--- config.mk ---
export PLATFORM = sky130hd
export DESIGN_NAME = response_collection_tracker_core
export DESIGN_NICKNAME = d
export VERILOG_FILES = /design/src/hw/rtl/rct_pkg.sv /design/src/hw/rtl/rct_cell.sv /design/src/hw/rtl/rct_chain.sv /design/src/hw/rtl/response_collection_tracker_core.sv
export SDC_FILE = /design/constraint.sdc
export NUM_CORES = 2
export LEC_CHECK = 0
export BUFFER_PORTS_ARGS = -buffer_cell sky130_fd_sc_hd__buf_4
export CAP_MARGIN = 10
export CORE_UTILIZATION = 55
export DETAILED_ROUTE_END_ITERATION = 8
export PLACE_DENSITY = 0.73
export SYNTH_ARGS = -nofsm -noshare
export SYNTH_HDL_FRONTEND = slang
export SYNTH_SLANG_ARGS = --single-unit
--- constraint.sdc ---
create_clock -name clk_i -period 22.5 [get_ports clk_i]
set_input_delay 6.75 -clock clk_i [delete_from_list [all_inputs] [get_ports clk_i]]
set_output_delay 6.75 -clock clk_i [all_outputs]
set_load 0.03 [all_outputs]
--- src/hw/rtl/rct_pkg.sv ---
package rct_pkg;

  // Request phase, also reported on the result channel
  typedef enum logic [1:0] {
    PH_NONE     = 2'd0,
    PH_ISSUED   = 2'd1,
    PH_FINISHED = 2'd2
  } phase_e;

  // Request kinds on the input channel
  typedef enum logic [1:0] {
    KIND_START = 2'd0,
    KIND_REPLY = 2'd1,
    KIND_TICK  = 2'd2,
    KIND_READ  = 2'd3
  } kind_e;

  // Result status codes
  typedef enum logic [3:0] {
    ST_ACCEPTED      = 4'd0,
    ST_OTHER_USER    = 4'd1,
    ST_OTHER_REQUEST = 4'd2,
    ST_AFTER_FINISH  = 4'd3,
    ST_DUPLICATE     = 4'd4,
    ST_TIMED_OUT     = 4'd5,
    ST_NO_REQUEST    = 4'd6,
    ST_ISSUED        = 4'd7,
    ST_NONE_EXPECTED = 4'd8,
    ST_BUSY          = 4'd9,
    ST_TOO_MANY      = 4'd10,
    ST_TICK          = 4'd11,
    ST_TICK_TIMEOUT  = 4'd12,
    ST_READ          = 4'd13
  } status_e;

  // Configuration register indexes
  typedef enum logic {
    CFG_LOCAL_USER = 1'b0,
    CFG_TIMEOUT    = 1'b1
  } cfg_idx_e;

  localparam int unsigned DATA_W    = 32;
  localparam int unsigned IDX_W     = 4;
  localparam int unsigned TIMEOUT_W = 20;
  localparam int unsigned TICK_W    = 21;
  localparam int unsigned WANT_W    = 8;
  localparam int unsigned CNT_OUT_W = 5;

  localparam logic [TICK_W-1:0]    TICK_MAX      = 21'h1FFFFF;
  localparam logic [TIMEOUT_W-1:0] TIMEOUT_RESET = 20'd50000;

  // Store request from the control logic into the cell row
  typedef struct packed {
    logic              en;
    logic [DATA_W-1:0] user;
    logic [DATA_W-1:0] value;
  } wr_t;

  // Read-back of one stored reply
  typedef struct packed {
    logic              valid;
    logic [DATA_W-1:0] user;
    logic [DATA_W-1:0] value;
  } rd_t;

endpackage

--- src/hw/rtl/rct_cell.sv ---
module rct_cell
  import rct_pkg::*;
(
  input  logic              clk_i,
  input  logic              wr_en_i,
  input  logic [DATA_W-1:0] wr_user_i,
  input  logic [DATA_W-1:0] wr_value_i,
  input  logic              live_i,
  input  logic [DATA_W-1:0] probe_i,
  input  logic              hit_i,
  output logic [DATA_W-1:0] probe_o,
  output logic              hit_o,
  output logic [DATA_W-1:0] user_o,
  output logic [DATA_W-1:0] value_o
);

  logic [DATA_W-1:0] user_q;
  logic [DATA_W-1:0] value_q;

  // Capture one reply; contents are meaningful only while live
  always_ff @(posedge clk_i) begin
    if (wr_en_i) begin
      user_q  <= wr_user_i;
      value_q <= wr_value_i;
    end
  end

  // Pass the probed responder on and fold in this cell's match
  assign probe_o = probe_i;
  assign hit_o   = hit_i | (live_i & (user_q == probe_i));
  assign user_o  = user_q;
  assign value_o = value_q;

endmodule

--- src/hw/rtl/rct_chain.sv ---
module rct_chain
  import rct_pkg::*;
#(
  parameter int unsigned MAX_RESPONDERS = 16,
  parameter int unsigned CW             = 5
) (
  input  logic             clk_i,
  input  wr_t              wr_i,
  input  logic [CW-1:0]    stored_i,
  input  logic [DATA_W-1:0] probe_i,
  input  logic [IDX_W-1:0] rd_index_i,
  output logic             dup_o,
  output rd_t              rd_o
);

  localparam int unsigned RD_N  = (MAX_RESPONDERS < 16) ? MAX_RESPONDERS : 16;
  localparam int unsigned CMP_W = (CW > IDX_W) ? CW + 1 : IDX_W + 1;

  logic [DATA_W-1:0] probe_w [MAX_RESPONDERS+1];
  logic              hit_w   [MAX_RESPONDERS+1];
  logic [DATA_W-1:0] user_w  [MAX_RESPONDERS];
  logic [DATA_W-1:0] value_w [MAX_RESPONDERS];

  assign probe_w[0] = probe_i;
  assign hit_w[0]   = 1'b0;

  // Row of cells, one per stored reply slot
  for (genvar k = 0; k < MAX_RESPONDERS; k++) begin : g_cell
    logic live;
    logic wr_en;
    assign live  = (CW'(k) < stored_i);
    assign wr_en = wr_i.en && (stored_i == CW'(k));

    rct_cell u_cell (
      .clk_i      (clk_i),
      .wr_en_i    (wr_en),
      .wr_user_i  (wr_i.user),
      .wr_value_i (wr_i.value),
      .live_i     (live),
      .probe_i    (probe_w[k]),
      .hit_i      (hit_w[k]),
      .probe_o    (probe_w[k+1]),
      .hit_o      (hit_w[k+1]),
      .user_o     (user_w[k]),
      .value_o    (value_w[k])
    );
  end

  assign dup_o = hit_w[MAX_RESPONDERS];

  // Select the addressed slot; zero unless below the stored count
  always_comb begin
    logic sel_valid;
    sel_valid = (CMP_W'(rd_index_i) < CMP_W'(stored_i)) &&
                (CMP_W'(rd_index_i) < CMP_W'(MAX_RESPONDERS));
    rd_o = '0;
    for (int k = 0; k < RD_N; k++) begin
      if (sel_valid && (rd_index_i == IDX_W'(k))) begin
        rd_o.valid = 1'b1;
        rd_o.user  = user_w[k];
        rd_o.value = value_w[k];
      end
    end
  end

endmodule

--- src/hw/rtl/response_collection_tracker_core.sv ---
// Response collection tracker. Follows one outstanding broadcast request:
// a start request opens it with an expected reply count (at most
// MAX_RESPONDERS), replies addressed to local_user_id and the active
// request id are stored in a row of cells that also compares every stored
// responder id against an incoming reply to catch duplicates, one-millisecond
// ticks run the timeout, and read requests return a stored reply. Every
// request gives exactly one result, registered at the output; one request
// is taken per cycle while the result side keeps up, since the duplicate
// compare across the cell row and the next-state logic are combinational.
// Write configuration only while the block is idle.
module response_collection_tracker_core
  import rct_pkg::*;
#(
  parameter int unsigned MAX_RESPONDERS = 16
) (
  input  logic                 clk_i,
  input  logic                 rst_ni,
  // configuration write channel
  input  logic                 cfg_valid_i,
  output logic                 cfg_ready_o,
  input  logic                 cfg_index_i,
  input  logic [DATA_W-1:0]    cfg_data_i,
  // request channel
  input  logic                 in_valid_i,
  output logic                 in_stall_o,
  input  logic [1:0]           kind_i,
  input  logic [WANT_W-1:0]    participants_i,
  input  logic [DATA_W-1:0]    target_user_i,
  input  logic [DATA_W-1:0]    reply_request_id_i,
  input  logic [DATA_W-1:0]    responder_id_i,
  input  logic [DATA_W-1:0]    reply_value_i,
  input  logic [IDX_W-1:0]     entry_index_i,
  // result channel
  output logic                 out_valid_o,
  input  logic                 out_stall_i,
  output logic [3:0]           status_o,
  output logic [1:0]           phase_o,
  output logic [DATA_W-1:0]    current_request_id_o,
  output logic [CNT_OUT_W-1:0] received_count_o,
  output logic                 entry_valid_o,
  output logic [DATA_W-1:0]    entry_user_o,
  output logic [DATA_W-1:0]    entry_value_o
);

  localparam int unsigned CW    = $clog2(MAX_RESPONDERS + 1);
  localparam int unsigned CMP_W = (CW > WANT_W) ? CW + 1 : WANT_W + 1;

  logic [DATA_W-1:0]    local_user_q;
  logic [TIMEOUT_W-1:0] timeout_q;

  phase_e            phase_q, phase_d;
  logic [DATA_W-1:0] active_id_q, active_id_d;
  logic [DATA_W-1:0] next_id_q, next_id_d;
  logic [CW-1:0]     expected_q, expected_d;
  logic [CW-1:0]     stored_q, stored_d;
  logic [TICK_W-1:0] elapsed_q, elapsed_d;

  logic                 out_valid_q;
  status_e              status_q, status_d;
  phase_e               out_phase_q;
  logic [DATA_W-1:0]    out_id_q;
  logic [CNT_OUT_W-1:0] out_count_q;
  rd_t                  out_rd_q, out_rd_d;

  kind_e             kind;
  logic              accept;
  logic              dup;
  rd_t               rd;
  wr_t               wr;
  logic              timed;
  logic              rep_pass;
  logic              full;
  logic [CW-1:0]     stored_inc;
  logic [TICK_W-1:0] tick_el;
  logic              tick_to;
  logic              want_ok;

  assign kind        = kind_e'(kind_i);
  assign cfg_ready_o = 1'b1;
  assign in_stall_o  = out_valid_q & out_stall_i;
  assign accept      = in_valid_i & ~in_stall_o;

  // Configuration registers
  always_ff @(posedge clk_i or negedge rst_ni) begin
    if (!rst_ni) begin
      local_user_q <= '0;
      timeout_q    <= TIMEOUT_RESET;
    end else if (cfg_valid_i && cfg_ready_o) begin
      unique case (cfg_idx_e'(cfg_index_i))
        CFG_LOCAL_USER: local_user_q <= cfg_data_i;
        CFG_TIMEOUT:    timeout_q    <= cfg_data_i[TIMEOUT_W-1:0];
        default:        ;
      endcase
    end
  end

  // Shared conditions of the request checks
  assign timed      = (phase_q == PH_ISSUED) && (elapsed_q > TICK_W'(timeout_q));
  assign rep_pass   = !timed && (target_user_i == local_user_q) &&
                      (reply_request_id_i == active_id_q) &&
                      (phase_q == PH_ISSUED) && !dup;
  assign full       = (stored_q >= CW'(MAX_RESPONDERS));
  assign stored_inc = stored_q + CW'(1);
  assign tick_el    = (elapsed_q == TICK_MAX) ? elapsed_q : elapsed_q + TICK_W'(1);
  assign tick_to    = (tick_el > TICK_W'(timeout_q));
  assign want_ok    = (participants_i != '0) &&
                      (CMP_W'(participants_i) <= CMP_W'(MAX_RESPONDERS));

  // Next phase
  always_comb begin
    phase_d = phase_q;
    if (accept) begin
      unique case (kind)
        KIND_START: begin
          if (phase_q != PH_ISSUED) begin
            if (participants_i == '0) begin
              phase_d = PH_FINISHED;
            end else if (want_ok) begin
              phase_d = PH_ISSUED;
            end
          end
        end
        KIND_REPLY: begin
          if (timed) begin
            phase_d = PH_FINISHED;
          end else if (rep_pass && (full || stored_inc == expected_q)) begin
            phase_d = PH_FINISHED;
          end
        end
        KIND_TICK: begin
          if (phase_q == PH_ISSUED && tick_to) begin
            phase_d = PH_FINISHED;
          end
        end
        default: ;
      endcase
    end
  end

  // Status, counters and store request
  always_comb begin
    status_d    = ST_READ;
    active_id_d = active_id_q;
    next_id_d   = next_id_q;
    expected_d  = expected_q;
    stored_d    = stored_q;
    elapsed_d   = elapsed_q;
    out_rd_d    = '0;
    wr.en       = 1'b0;
    wr.user     = responder_id_i;
    wr.value    = reply_value_i;
    unique case (kind)
      KIND_START: begin
        if (phase_q == PH_ISSUED) begin
          status_d = ST_BUSY;
        end else if (participants_i == '0) begin
          status_d = ST_NONE_EXPECTED;
        end else if (!want_ok) begin
          status_d = ST_TOO_MANY;
        end else begin
          status_d    = ST_ISSUED;
          expected_d  = CW'(participants_i);
          stored_d    = '0;
          elapsed_d   = '0;
          active_id_d = next_id_q;
          next_id_d   = next_id_q + DATA_W'(1);
        end
      end
      KIND_REPLY: begin
        if (timed) begin
          status_d = ST_TIMED_OUT;
        end else if (target_user_i != local_user_q) begin
          status_d = ST_OTHER_USER;
        end else if (reply_request_id_i != active_id_q) begin
          status_d = ST_OTHER_REQUEST;
        end else if (phase_q == PH_NONE) begin
          status_d = ST_NO_REQUEST;
        end else if (phase_q != PH_ISSUED) begin
          status_d = ST_AFTER_FINISH;
        end else if (dup) begin
          status_d = ST_DUPLICATE;
        end else if (full) begin
          status_d = ST_AFTER_FINISH;
        end else begin
          status_d = ST_ACCEPTED;
          stored_d = stored_inc;
          wr.en    = accept;
        end
      end
      KIND_TICK: begin
        if (phase_q == PH_ISSUED) begin
          elapsed_d = tick_el;
          status_d  = tick_to ? ST_TICK_TIMEOUT : ST_TICK;
        end else begin
          status_d = ST_TICK;
        end
      end
      KIND_READ: begin
        status_d = ST_READ;
        out_rd_d = rd;
      end
      default: ;
    endcase
  end

  // Reply store with duplicate search and read-back
  rct_chain #(
    .MAX_RESPONDERS (MAX_RESPONDERS),
    .CW             (CW)
  ) u_chain (
    .clk_i      (clk_i),
    .wr_i       (wr),
    .stored_i   (stored_q),
    .probe_i    (responder_id_i),
    .rd_index_i (entry_index_i),
    .dup_o      (dup),
    .rd_o       (rd)
  );

  // Request state, advanced on each accepted request
  always_ff @(posedge clk_i or negedge rst_ni) begin
    if (!rst_ni) begin
      phase_q     <= PH_NONE;
      active_id_q <= '0;
      next_id_q   <= '0;
      expected_q  <= '0;
      stored_q    <= '0;
      elapsed_q   <= '0;
    end else if (accept) begin
      phase_q     <= phase_d;
      active_id_q <= active_id_d;
      next_id_q   <= next_id_d;
      expected_q  <= expected_d;
      stored_q    <= stored_d;
      elapsed_q   <= elapsed_d;
    end
  end

  // Result register: hold while stalled, load on accept
  always_ff @(posedge clk_i or negedge rst_ni) begin
    if (!rst_ni) begin
      out_valid_q <= 1'b0;
    end else begin
      out_valid_q <= accept | (out_valid_q & out_stall_i);
    end
  end

  always_ff @(posedge clk_i) begin
    if (accept) begin
      status_q    <= status_d;
      out_phase_q <= phase_d;
      out_id_q    <= active_id_d;
      out_count_q <= CNT_OUT_W'(stored_d);
      out_rd_q    <= out_rd_d;
    end
  end

  assign out_valid_o          = out_valid_q;
  assign status_o             = status_q;
  assign phase_o              = out_phase_q;
  assign current_request_id_o = out_id_q;
  assign received_count_o     = out_count_q;
  assign entry_valid_o        = out_rd_q.valid;
  assign entry_user_o         = out_rd_q.user;
  assign entry_value_o        = out_rd_q.value;

  // Checks
  a_count_bound: assert property (@(posedge clk_i) disable iff (!rst_ni)
    stored_q <= expected_q)
    else $error("stored reply count exceeds expected count");

  a_issued_expects: assert property (@(posedge clk_i) disable iff (!rst_ni)
    (phase_q == PH_ISSUED) |-> (expected_q != '0))
    else $error("issued request expects no replies");

  a_accept_result: assert property (@(posedge clk_i) disable iff (!rst_ni)
    accept |=> out_valid_q)
    else $error("accepted request produced no result");

  a_entry_only_read: assert property (@(posedge clk_i) disable iff (!rst_ni)
    (out_valid_q && out_rd_q.valid) |-> (status_q == ST_READ))
    else $error("entry data on a result that is not a read");

endmodule

==> summary.md <==
Mean number of vias per cell: 6.68. After synthesis, the mean cell area works out to 13.4 um2. The tools report the synthesis warning total as 0. The die outline height was 331 um. The tools report the total of max-cap violations as 0.

In this run the most critical hold path is launched from expected_q[3]. In this run, post-CTS repair resized a total of 0 instances. The floorplan step defined a die boundary enclosing 110000 um2.

The estimated wirelength of the detail-placed design is 131 mm, and the maximum number of pins on one net before global-route repair is 79. The time the final worst path needs with I/O delays and setup works out to 13.90 ns. The logs give 63000 um2 for the cell area reported after detailed placement and 199 mm for the post-detailed-routing wire length. Clock-pin slew was measured on the worst setup and hold paths at 0.06 ns. Cell class contributing the biggest share of worst-path delay: buffers and inverters. The number of nets produced by synthesis was 4681; the highest fanout seen on the critical path was 3. In this run the horizontal extent of the chip is 331 um. At the end of routability-driven placement, the weighted congestion stood at 1.01. TritonCTS built the clock tree. Measured slew at the worst slew-check pin: 1.23 ns. The synthesized design spends more area on one cell type than any other, namely edfxtp_1. The floorplan has 120 rows.

The number of antenna violations at the first check in global routing was 9; the final number of max-transition violations was 0. For the number of hold-repair buffers added at the cts stage, the log shows 0. After global routing the overflow that remains totals 0. The library cell appearing most often on the critical path was buf_4.

After synthesis, the share of flip-flops with an asynchronous set or reset is 11.7%. The tools report the final number of hold-violating endpoints as 0. The number of cells on the worst reg-to-reg path is 8. After synthesis, the netlist uses 83 different library cells.

The logs give 0 for the residual DRC count and 0.0000759 V for the peak supply drop. The buffer depth of the longest clock path was 3; the gate count after technology mapping was 4453. The first global-routing pass estimated 279 mm of wire.

The largest single stage delay on the critical path is 0.16 ns. For this configuration, the core starts out at a cell density of 55.5%. The flow ran to the end, and the final reports show no timing, DRC or antenna violations. The area growth from synthesis to layout is 12.9%.

The cell leakage power came out at 23.2 nW. Timing would allow up to 72.0 MHz. The number of buffers inserted by port buffering came out at 289. The run gives 35.9% as the all-layer global routing usage. 291 I/O pins were placed. The source-to-sink clock delay at the later pin of the worst-skew pair came out at 0.77 ns. The run gives 8088 as the number of filler cells placed in the layout. The cell at the slowest stage of the critical path is buf_4. Ranked by total cell area, the synthesized netlist is headed by edfxtp_1 57%, xnor2_1 6.3%, dfrtp_1 6.1%, xor2_1 2.9%, mux2_2 2.6%. Dominant synthesized flop cell: edfxtp_1. The mean routed wirelength per cell is 32.1 um. Walking the worst path, the cells encountered are buf_4, nand2_1, inv_1, buf_4. The power per standard cell area works out to 79.3 nW/um2. The reg2reg setup slack is 16.01 ns. After layout, the worst path uses 61.8% of the clock period. The number of buffers inserted during clock tree synthesis came out at 137. The tools report the total number of nets in the final design as 4912. The H-tree was split into 4 levels. The tools report the source of the worst register-to-register timing path as stored_q[1]. Setup repair after global routing left no endpoint under its margin. The tools report the endpoint of the lowest-slack register-to-register path as u_chain.g_cell[5].u_cell.value_o[19]. Counting both buffers and inverters, the worst setup path holds a total of 3. The depth of the worst hold-timing path is 2. STA classifies the critical path endpoint as a primary output.

The share of the Yosys chip area taken by registers is 63.4%. For the final database, setup skew stands at 0.0338 ns. The worst path arrival time came out at 7.15 ns. The clock drives 1282 sinks. The logs give 18.1% for the headroom to the max-slew limit and 107000 um2 for the core region area. Post-route setup TNS: 0 ns. The tree is rooted in a clkbuf_16. The number of setup buffers added after CTS is 0. By startpoint and endpoint, the worst setup path is classified as input pin to primary output.

STA classifies the critical path startpoint as an input pin. The most common cell after layout, fill and taps aside was edfxtp_1. The number of synthesized flops with an enable pin was 1132; the post-route cell area was 67200 um2.

The logs give 0 for the number of nets with antenna violations after routing and 59600 um2 for the total standard cell area after synthesis. The tightest min-delay check is of the flip-flop to flip-flop type. The final route contains 41369 vias. The fraction of synthesized cell area taken by the top area cell type works out to 57.1%. The flip-flop and latch count after synthesis was 1282; the fraction of layout instances using a drive strength above 1 was 16.3%. The run gives 39110 as the number of global-route vias before repair.

The detailed router finished its first iteration with 5723 violations. For this run, the detailed router's first-pass iteration total came to 7. In the layout the commonest cells are 1132 x edfxtp_1, 429 x xnor2_1, 365 x nand2_1, 362 x buf_4, 199 x xor2_1. Setup violations remaining at the end of the flow were counted as 0. For the worst setup path, the data required time is 15.75 ns.

For hold timing, the worst endpoint is expected_q[3].
-- registers in the layout, summed over array words and instances (netlist names), 20 cells and up --
register                       cells
current_request_id_o              32
next_id_q                         32
active_id_q                       32
timeout_q                         20
local_user_q                      32
elapsed_q                         21
entry_value_o                     32
u_chain.g_cell.u_cell.value_o    512
u_chain.g_cell.u_cell.user_o     512
entry_user_o                      32
-- cells in the mapped netlist (all sizes together) (15+ instances only) --
master and number:
inv 49, o221ai 37, mux4 30, and3 16
a221oi 55, a21o 19, o22ai 46, a2bb2oi 16
nand2 368, xor2 199, a222oi 27, ha 48
a22oi 48, dfrtp 144, a2111oi 40, or2 15
o32ai 16, mux2 138, nor4 95, nand3 61
buf 110, a31oi 44, nor3 43, edfxtp 1132
nor2b 24, nand4 157, a211oi 27, a21oi 190
mux2i 140, clkbuf 165, xnor2 429, o21ai 175
o31ai 16, nor2 194
-- layer usage --
layer,wire length (um),track usage (%),share of wire (%)
met1,75500,48.5,38
met2,89800,54.2,45
met3,22800,8.81,11
met4,10600,17.9,5.3
met5,41,0,0.021
-- final cells by class --
class / instances / area [um2] / area share [%]
Multi-Input combinational cell: 2846 / 20500 / 30.5
Clock buffer: 172 / 3650 / 5.44
Inverter: 50 / 193 / 0.287
Sequential cell: 1282 / 37800 / 56.2
Timing Repair Buffer: 367 / 2770 / 4.12
Tap cell: 1403 / 1760 / 2.61
Clock inverter: 70 / 564 / 0.840
Antenna cell: 3 / 7.51 / 0.0112
-- worst reg2reg max path: stages, from the launching register on --
cell,delay (ns)
dfrtp_1,0.64
nor3b_1,0.88
a21oi_1,0.17
nand3_1,0.14
a32oi_1,0.38
nor4_1,0.87
nand4_1,0.89
nor4_2,1.00
buf_4,0.93
-- cell families (layout without fill, tap and decap cells) --
kind of cell,count (synthesis),in the layout,share of synthesized area [%]
adders and majority gates,48,48,1.01
buffers and inverters,325,659,2.47
and+or+nand+nor,1038,1038,8.51
other,1,4,0.00630
AOI/OAI and AO/OA,823,823,9.27
muxes,308,308,6.10
DFF,1282,1282,63.4
xor gates and xnor gates,628,628,9.24
-- how the worst max path moves through the flow --
stage,from,endpoint,slack (ns),cells past startpoint
global placement,out_stall_i,in_stall_o,8.59,4
finish,out_stall_i,in_stall_o,8.60,4
CTS,out_stall_i,in_stall_o,8.60,4
floorplan,responder_id_i[3],u_chain.g_cell[5].u_cell.user_o[0],7.32,10
global route,out_stall_i,in_stall_o,8.56,4
detailed placement,out_stall_i,in_stall_o,8.60,4
-- where the power goes --
part           internal, mW  total (mW)  switching (mW)
combinational         0.173       0.532           0.358
clock                  1.20        2.16           0.953
sequential             2.62        2.64          0.0210
-- through the flow --
stage | std cells | utilization (%) | power [mW] | worst slack [ns] | hold slack [ns]
finish | 6193 | 62.7 | 5.33 | 8.60 | 0.496
global route | 6192 | 62.7 | 5.46 | 8.56 | 0.518
CTS | 6190 | 62.7 | 5.34 | 8.60 | 0.497
detailed placement | 5948 | 58.8 | 3.21 | 8.60 | 0.488
global placement | 5946 | 58.7 | 3.21 | 8.59 | 0.482
floorplan | 4453 | - | 2.99 | 7.32 | 0.459
No activity file was read; power rests on OpenSTA's default activity.
